[config.mk]
export PLATFORM = sky130hd
export DESIGN_NAME = can_frame_batch_token_pacer
export DESIGN_NICKNAME = d
export VERILOG_FILES = /design/src/sv/cfbtp_pkg.sv /design/src/sv/cfbtp_engine.sv /design/src/sv/can_frame_batch_token_pacer.sv
export SDC_FILE = /design/constraint.sdc
export NUM_CORES = 1
export LEC_CHECK = 0
export BUFFER_PORTS_ARGS = -buffer_cell sky130_fd_sc_hd__buf_2
export CAP_MARGIN = 30
export CORE_MARGIN = 2
export CORE_UTILIZATION = 60
export CTS_CLUSTER_DIAMETER = 30
export DETAILED_ROUTE_END_ITERATION = 10
export HOLD_SLACK_MARGIN = 0.06
export MAX_ROUTING_LAYER = met4
export PLACE_DENSITY = 0.89
export SETUP_SLACK_MARGIN = 0.1
export SYNTH_ARGS = -nofsm -noshare
export SYNTH_HDL_FRONTEND = slang
export SYNTH_SLANG_ARGS = --single-unit
[constraint.sdc]
create_clock -name aclk -period 8.45 [get_ports aclk]
set_clock_uncertainty 0.15 [all_clocks]
set_input_delay 0.845 -clock aclk [delete_from_list [all_inputs] [get_ports aclk]]
set_output_delay 0.845 -clock aclk [all_outputs]
set_load 0.1 [all_outputs]
[src/sv/cfbtp_pkg.sv]
// Shared types, constants and the frame cost table for the CAN frame batch pacer.
package cfbtp_pkg;

    // Item kinds carried on the input tuser
    typedef enum logic [1:0] {
        MODE_FRAME = 2'd0,
        MODE_TICK  = 2'd1,
        MODE_RESET = 2'd2,
        MODE_NOP   = 2'd3
    } mode_t;

    // Configuration register indexes
    localparam logic [1:0] REG_PACE_ENABLE     = 2'd0;
    localparam logic [1:0] REG_TOKENS_PER_TICK = 2'd1;
    localparam logic [1:0] REG_BUCKET_CAP      = 2'd2;
    localparam logic [1:0] REG_HOLDOFF_TICKS   = 2'd3;

    // Batch limits and reset values
    localparam logic [3:0]  BATCH_MAX        = 4'd12;
    localparam logic [12:0] BATCH_BITS_MAX   = 13'd8191;
    localparam logic [15:0] AVG_RESET        = 16'd9600;
    localparam logic [15:0] TPT_RESET        = 16'd243;
    localparam logic [31:0] CAP_RESET        = 32'd3648000;
    localparam logic [15:0] HOLDOFF_RESET    = 16'd3000;

    typedef struct packed {
        logic        pace_enable;
        logic [15:0] tokens_per_tick;
        logic [31:0] bucket_cap;
        logic [15:0] holdoff_ticks;
    } cfg_t;

    typedef struct packed {
        mode_t      mode;
        logic [3:0] dlc;
        logic       extended;
    } item_t;

    // Result beat, last member in the lowest bits
    typedef struct packed {
        logic [9:0]  avg_bits;
        logic        rx_paused;
        logic [12:0] flush_bits;
        logic [3:0]  flush_frames;
        logic        flushed;
        logic [9:0]  frame_bits;
        logic        accepted;
    } result_t;

    // Wire bits of one frame: fixed header bits plus 8 per byte, plus 6.5 percent stuffing
    // on everything past the 13 unstuffed bits, rounded down.
    function automatic logic [9:0] wire_cost(input logic [3:0] dlc, input logic extended);
        logic [9:0] std_bits;
        logic [9:0] ext_bits;
        case (dlc)
            4'd0:    begin std_bits = 10'd49;  ext_bits = 10'd70;  end
            4'd1:    begin std_bits = 10'd57;  ext_bits = 10'd79;  end
            4'd2:    begin std_bits = 10'd66;  ext_bits = 10'd87;  end
            4'd3:    begin std_bits = 10'd74;  ext_bits = 10'd96;  end
            4'd4:    begin std_bits = 10'd83;  ext_bits = 10'd104; end
            4'd5:    begin std_bits = 10'd91;  ext_bits = 10'd113; end
            4'd6:    begin std_bits = 10'd100; ext_bits = 10'd121; end
            4'd7:    begin std_bits = 10'd108; ext_bits = 10'd130; end
            4'd8:    begin std_bits = 10'd117; ext_bits = 10'd138; end
            4'd9:    begin std_bits = 10'd151; ext_bits = 10'd172; end
            4'd10:   begin std_bits = 10'd185; ext_bits = 10'd206; end
            4'd11:   begin std_bits = 10'd219; ext_bits = 10'd240; end
            4'd12:   begin std_bits = 10'd253; ext_bits = 10'd274; end
            4'd13:   begin std_bits = 10'd321; ext_bits = 10'd343; end
            4'd14:   begin std_bits = 10'd458; ext_bits = 10'd479; end
            default: begin std_bits = 10'd594; ext_bits = 10'd615; end
        endcase
        return extended ? ext_bits : std_bits;
    endfunction

endpackage

[src/sv/cfbtp_engine.sv]
// Batch, average, hold-off and token bucket state with the per-item update logic.
module cfbtp_engine (
    input  logic               aclk,
    input  logic               aresetn,
    input  logic               advance,
    input  cfbtp_pkg::item_t   item,
    input  cfbtp_pkg::cfg_t    cfg,
    output cfbtp_pkg::result_t result
);

    logic [3:0]  batch_count_reg, batch_count_next;
    logic [12:0] batch_bits_reg, batch_bits_next;
    logic [31:0] tokens_reg, tokens_next;
    logic [15:0] avg_scaled_reg, avg_scaled_next;
    logic [15:0] holdoff_count_reg, holdoff_count_next;
    logic        holdoff_armed_reg, holdoff_armed_next;
    logic        pending_reg, pending_next;

    logic [9:0]  cost;
    logic [13:0] bits_sum;
    logic [32:0] tokens_sum;
    logic [20:0] need;
    logic        try_send;

    assign cost = cfbtp_pkg::wire_cost(item.dlc, item.extended);

    // Compute next state and the result for the item in the input stage
    always_comb begin
        batch_count_next   = batch_count_reg;
        batch_bits_next    = batch_bits_reg;
        tokens_next        = tokens_reg;
        avg_scaled_next    = avg_scaled_reg;
        holdoff_count_next = holdoff_count_reg;
        holdoff_armed_next = holdoff_armed_reg;
        pending_next       = pending_reg;
        try_send           = 1'b0;
        bits_sum           = {1'b0, batch_bits_reg} + {4'd0, cost};
        tokens_sum         = {1'b0, tokens_reg} + {17'd0, cfg.tokens_per_tick};
        result             = '0;

        unique case (item.mode)
            cfbtp_pkg::MODE_FRAME: begin
                result.frame_bits = cost;
                if (batch_count_reg < cfbtp_pkg::BATCH_MAX) begin
                    result.accepted  = 1'b1;
                    batch_count_next = batch_count_reg + 4'd1;
                    batch_bits_next  = bits_sum[13] ? cfbtp_pkg::BATCH_BITS_MAX
                                                    : bits_sum[12:0];
                    // EWMA with weight 1/64, wraps at 16 bits
                    avg_scaled_next  = avg_scaled_reg + {6'd0, cost}
                                     - {6'd0, avg_scaled_reg[15:6]};
                    if (batch_count_next >= cfbtp_pkg::BATCH_MAX) begin
                        try_send = 1'b1;
                    end else if (!pending_reg && !holdoff_armed_reg) begin
                        holdoff_armed_next = 1'b1;
                        holdoff_count_next = cfg.holdoff_ticks;
                    end
                end
            end
            cfbtp_pkg::MODE_TICK: begin
                // Refill the bucket, clamped to capacity
                tokens_next = (tokens_sum > {1'b0, cfg.bucket_cap}) ? cfg.bucket_cap
                                                                     : tokens_sum[31:0];
                if (pending_reg) begin
                    try_send = 1'b1;
                end else if (holdoff_armed_reg) begin
                    if (holdoff_count_reg <= 16'd1) begin
                        try_send = 1'b1;
                    end else begin
                        holdoff_count_next = holdoff_count_reg - 16'd1;
                    end
                end
            end
            cfbtp_pkg::MODE_RESET: begin
                batch_count_next   = '0;
                batch_bits_next    = '0;
                holdoff_armed_next = 1'b0;
                holdoff_count_next = '0;
                pending_next       = 1'b0;
                tokens_next        = cfg.bucket_cap;
            end
            default: begin
            end
        endcase

        // Release the batch if pacing is off or the bucket covers it, else leave it pending
        need = {batch_bits_next, 8'd0};
        if (try_send) begin
            holdoff_armed_next = 1'b0;
            holdoff_count_next = '0;
            if (batch_count_next != 4'd0) begin
                if (cfg.pace_enable && (tokens_next < {11'd0, need})) begin
                    pending_next = 1'b1;
                end else begin
                    if (cfg.pace_enable) begin
                        tokens_next = tokens_next - {11'd0, need};
                    end
                    result.flushed      = 1'b1;
                    result.flush_frames = batch_count_next;
                    result.flush_bits   = batch_bits_next;
                    batch_count_next    = '0;
                    batch_bits_next     = '0;
                    pending_next        = 1'b0;
                end
            end
        end

        result.rx_paused = pending_next;
        result.avg_bits  = avg_scaled_next[15:6];
    end

    // Commit state when the item moves to the output stage
    always_ff @(posedge aclk) begin
        if (!aresetn) begin
            batch_count_reg   <= '0;
            batch_bits_reg    <= '0;
            tokens_reg        <= '0;
            avg_scaled_reg    <= cfbtp_pkg::AVG_RESET;
            holdoff_count_reg <= '0;
            holdoff_armed_reg <= 1'b0;
            pending_reg       <= 1'b0;
        end else if (advance) begin
            batch_count_reg   <= batch_count_next;
            batch_bits_reg    <= batch_bits_next;
            tokens_reg        <= tokens_next;
            avg_scaled_reg    <= avg_scaled_next;
            holdoff_count_reg <= holdoff_count_next;
            holdoff_armed_reg <= holdoff_armed_next;
            pending_reg       <= pending_next;
        end
    end

endmodule

[src/sv/can_frame_batch_token_pacer.sv]
// CAN frame batcher with token bucket pacing: one result beat for every input beat.
// Each input beat is a frame, a tick, a pacing reset or a no-op (tuser). Beats pass an input register
// and a result register; the whole state update sits between them, so the block takes one
// beat per clock and each result is offered on m_tvalid once the result register takes it,
// with both stages stalling only when the result side holds off tready. The slowest path is
// the tick: bucket refill with clamp, then the batch cost compare and token subtract.
// Configuration writes take effect at once and belong in idle periods.
module can_frame_batch_token_pacer (
    input  logic        aclk,
    input  logic        aresetn,
    // Input stream
    input  logic        s_tvalid,
    output logic        s_tready,
    input  logic [7:0]  s_tdata,   // [3:0] dlc, [4] extended, [7:5] zero
    input  logic [1:0]  s_tuser,   // [1:0] mode
    // Result stream
    output logic        m_tvalid,
    input  logic        m_tready,
    output logic [39:0] m_tdata,   // [0] accepted, [10:1] frame_bits, [11] flushed,
                                   // [15:12] flush_frames, [28:16] flush_bits,
                                   // [29] rx_paused, [39:30] avg_bits
    // Configuration writes
    input  logic        cfg_we,
    input  logic [1:0]  cfg_index,
    input  logic [31:0] cfg_wdata
);

    cfbtp_pkg::cfg_t    cfg_reg;
    cfbtp_pkg::item_t   item_reg;
    logic               in_valid_reg;
    cfbtp_pkg::result_t res_comb;
    cfbtp_pkg::result_t res_reg;
    logic               out_valid_reg;
    logic               advance;

    // Move the input stage forward when the result stage is free or draining
    assign advance  = in_valid_reg && (!out_valid_reg || m_tready);
    assign s_tready = !in_valid_reg || advance;
    assign m_tvalid = out_valid_reg;
    assign m_tdata  = res_reg;

    // Write configuration registers
    always_ff @(posedge aclk) begin
        if (!aresetn) begin
            cfg_reg.pace_enable     <= 1'b1;
            cfg_reg.tokens_per_tick <= cfbtp_pkg::TPT_RESET;
            cfg_reg.bucket_cap      <= cfbtp_pkg::CAP_RESET;
            cfg_reg.holdoff_ticks   <= cfbtp_pkg::HOLDOFF_RESET;
        end else if (cfg_we) begin
            unique case (cfg_index)
                cfbtp_pkg::REG_PACE_ENABLE:     cfg_reg.pace_enable     <= cfg_wdata[0];
                cfbtp_pkg::REG_TOKENS_PER_TICK: cfg_reg.tokens_per_tick <= cfg_wdata[15:0];
                cfbtp_pkg::REG_BUCKET_CAP:      cfg_reg.bucket_cap      <= cfg_wdata;
                cfbtp_pkg::REG_HOLDOFF_TICKS:   cfg_reg.holdoff_ticks   <= cfg_wdata[15:0];
                default: begin
                end
            endcase
        end
    end

    // Capture input beats
    always_ff @(posedge aclk) begin
        if (!aresetn) begin
            in_valid_reg <= 1'b0;
        end else if (s_tready) begin
            in_valid_reg <= s_tvalid;
        end
    end

    always_ff @(posedge aclk) begin
        if (s_tvalid && s_tready) begin
            item_reg.mode     <= cfbtp_pkg::mode_t'(s_tuser);
            item_reg.dlc      <= s_tdata[3:0];
            item_reg.extended <= s_tdata[4];
        end
    end

    cfbtp_engine u_engine (
        .aclk    (aclk),
        .aresetn (aresetn),
        .advance (advance),
        .item    (item_reg),
        .cfg     (cfg_reg),
        .result  (res_comb)
    );

    // Hold the result until the sink takes it
    always_ff @(posedge aclk) begin
        if (!aresetn) begin
            out_valid_reg <= 1'b0;
        end else if (advance) begin
            out_valid_reg <= 1'b1;
        end else if (m_tready) begin
            out_valid_reg <= 1'b0;
        end
    end

    always_ff @(posedge aclk) begin
        if (advance) begin
            res_reg <= res_comb;
        end
    end

endmodule
==> impl_metrics.env <==
export IMPL_syn_to_final_growth_pct=18.3
export IMPL_cts_root_buffer="clkbuf_16"
export IMPL_syn_nets=1874
export IMPL_critPathMaxStageDelay_ns=0.42
export IMPL_relSlewSlack_pct=40.5
export IMPL_clock_path_buffers=3
export IMPL_viasPerCell=6.31
export IMPL_ff2ff_setup_slack_ns=0.40
export IMPL_row_count=55
export IMPL_antenna_found_initial=0
export IMPL_combPwrFrac_pct=22.0
export IMPL_clkTransAtPathRegs_ns=0.05
export IMPL_synth_simple_gate_area_share_pct=19.0
export IMPL_synth_avg_cell_area_um2=8.09
export IMPL_antenna_left=0
export IMPL_synthArstFlopShare_pct=0
export IMPL_synthAdderAreaFrac_pct=11.2
export IMPL_die_w_um=156
export IMPL_power_leakage_nw=6.84
export IMPL_antenna_cells=0
export IMPL_ir_drop_uv=238
export IMPL_fin_crit_ns=8.05
export IMPL_switching_share_pct=31.2
export IMPL_cp_required_ns=8.73
export IMPL_final_common_cell="nand2_1"
export IMPL_worstHoldPathCells=2
export IMPL_muxShareOfSynthArea_pct=2.52
export IMPL_core_area_mm2=0.0226
export IMPL_worst_hold_path_type="flop to flop"
export IMPL_worstPathMaxFanout=4
export IMPL_timing_hold_violations_final=0
export IMPL_synth_distinct_cells=85
export IMPL_ys_flop_type="dfxtp_1"
export IMPL_max_slew_worst_pin_slew_ns=0.892
export IMPL_r2r_start="cfg_reg[48]"
export IMPL_rr_endpoint="u_engine.tokens_reg[30]"
export IMPL_synth_cells=1709
export IMPL_clkPwrFrac_pct=47.9
export IMPL_setup_slack_ns=0.405
export IMPL_synth_xor_area_share_pct=4.63
export IMPL_dieArea_mm2=0.0243
export IMPL_setup_viol=0
export IMPL_cts_tree="done"
export IMPL_overflow=0
export IMPL_grt_pass1_vias=12700
export IMPL_synth_compound_area_share_pct=21.9
export IMPL_syn_area_mm2=0.0138
export IMPL_gp_congestion=1.00
export IMPL_numCtsBuffers=46
export IMPL_clkLatencyLatePin_ns=0.54
export IMPL_cap_violations=0
export IMPL_largest_register_ff_count=65
export IMPL_grt_use_total_pct=33.0
export IMPL_htreeDepth=2
export IMPL_r2r_cells=39
export IMPL_synth_edf_count=47
export IMPL_hp_start="u_engine.avg_scaled_reg[5]"
export IMPL_slew_violations=0
export IMPL_critical_path_class="flop to flop"
export IMPL_power_frac_seq_pct=30.2
export IMPL_yosys_register_bits=216
export IMPL_yosys_warnings=0
export IMPL_hpwl_um=26500
export IMPL_die_h_um=156
export IMPL_drtPass1Iterations=6
export IMPL_mostFrequentLayoutCells="nand2_1, nor2_1, dfxtp_1"
export IMPL_whs_endpoint="u_engine.avg_scaled_reg[5]"
export IMPL_wire_per_inst_um=18.7
export IMPL_cp_start_kind="flop"
export IMPL_dr_first_iter_drc_count=1590
export IMPL_critPathCaptureType="flop"
export IMPL_drt_total_wl_um=39700
export IMPL_status="finished clean"
export IMPL_cp_arrival_ns=8.33
export IMPL_num_vias=13400
export IMPL_finalCritPeriodShare_pct=95.2
export IMPL_clock_sinks=216
export IMPL_ios=91
export IMPL_port_buffers=87
export IMPL_initial_core_util_pct=61.0
export IMPL_p_sw_mw=1.19
export IMPL_grt_max_degree=68
export IMPL_p_int_mw=2.63
export IMPL_crit_top_cell="a21oi_2"
export IMPL_critPathSlowestCell="a2111oi_2"
export IMPL_fmaxAchievable_mhz=124
export IMPL_synth_top_family_by_area="compound AO/OA/AOI/OAI gates"
export IMPL_rsz0062_at_grt="true"
export IMPL_post_route_drc_count=0
export IMPL_pwr_density_cell_mw_per_mm2=234
export IMPL_drive_above_1_share_pct=14.9
export IMPL_seq_area_frac_synth_pct=34.7
export IMPL_final_setup_tns_ns=0
export IMPL_layout_nets=1967
export IMPL_grt_pass1_wl_um=63100
export IMPL_dpl_worst_slack_ns=0.0866
cell usage after synthesis, drive strengths merged (5+ instances only):
master,count,area [um2]
nand3,50,250
o31ai,8,60.1
a311oi,5,56.3
ha,103,1290
nor2b,8,50.1
buf,12,67.6
o21a,9,67.6
fa,13,260
edfxtp,47,1410
a211o,5,43.8
nor4,7,43.8
and3,17,106
or4,6,45.0
or3,7,43.8
nand4,10,77.6
inv,125,469
a21oi,161,813
mux2i,28,280
and2,7,43.8
a221oi,19,173
dfxtp,169,3380
nor3b,5,37.5
nor2,179,674
a21boi,10,78.8
o211ai,25,188
nor3,40,205
nand2b,10,62.6
o21ai,92,487
o21bai,5,37.5
a21o,20,150
nand2,234,888
xor2,35,307
xnor2,38,333
a211oi,26,210
clkbuf,77,289
a22oi,36,270
a31oi,6,52.6
repair_timing:
item	in CTS	in global routing
pin swaps	2	11
buffers inserted	0	3
endpoints found under the hold margin	0	0
hold buffers	0	0
gates resized for setup	7	21
endpoints found under the setup margin	52	61
worst max-delay path by stage:
stage | start | to | slack, ns | cells past startpoint
detailed placement | cfg_reg[48] | u_engine.tokens_reg[30] | 0.09 | 38
floorplan | cfg_reg[48] | m_tdata[21] | 0.82 | 38
global route | cfg_reg[48] | u_engine.batch_bits_reg[10] | 0.04 | 39
global placement | cfg_reg[48] | u_engine.batch_bits_reg[10] | 0.35 | 37
CTS | cfg_reg[48] | u_engine.tokens_reg[30] | 0.13 | 39
finish | cfg_reg[48] | u_engine.tokens_reg[30] | 0.40 | 39
power by group through the flow:
stage | logic, mW | registers, mW | clock network (mW)
finish | 0.841 | 1.15 | 1.83
global route | 0.916 | 1.16 | 1.89
CTS | 0.802 | 1.15 | 1.84
detailed placement | 0.781 | 1.17 | 0
global placement | 0.750 | 1.17 | 0
floorplan | 0.528 | 1.23 | 0
critical path, delay by kind of cell, from the launching register on:
kind | cells | cell delay [ns]
AND/OR/NAND/NOR | 8 | 1.14
XOR/XNOR | 2 | 0.43
AO/OA/AOI/OAI | 21 | 4.08
adder cells (fa/ha/maj) | 5 | 1.49
buffers and inverters | 3 | 0.29
flip-flops | 1 | 0.33
routing by layer:
metal	GRT usage, %	up-vias	share of wire (%)
li1	-	6228	-
met1	42.1	6198	40
met2	51.7	809	46
met3	5.72	160	10
met4	15.0	0	4.2
met5	-	-	0
metrics by stage:
step	power (mW)	hold slack [ns]	cells	utilization [%]	area (um2)
after global routing	3.97	0.323	2123	72.2	16400
final	3.83	0.300	2123	72.2	16400
after CTS	3.79	0.301	2120	71.7	16200
after floorplan	1.76	0.282	1709	-	13800
after detailed placement	1.95	0.294	2036	64.5	14600
after global placement	1.92	0.289	2032	64.3	14600
area by class of cell:
class,instances,area (um2)
multi-input combinational,1278,8320
fill,1554,6290
sequential,216,4790
clock buffer,53,1240
timing repair buffer,134,803
inverter,126,474
clock inverter,31,359
tap,285,357
kinds of logic after synthesis:
logic type,Yosys count
multiplexers,33
flip-flops,216
buffers and inverters,215
AND/OR/NAND/NOR,592
XOR/XNOR,73
AO/OA/AOI/OAI,464
adder cells (fa/ha/maj),116
No activity file was read; power rests on OpenSTA's default activity.
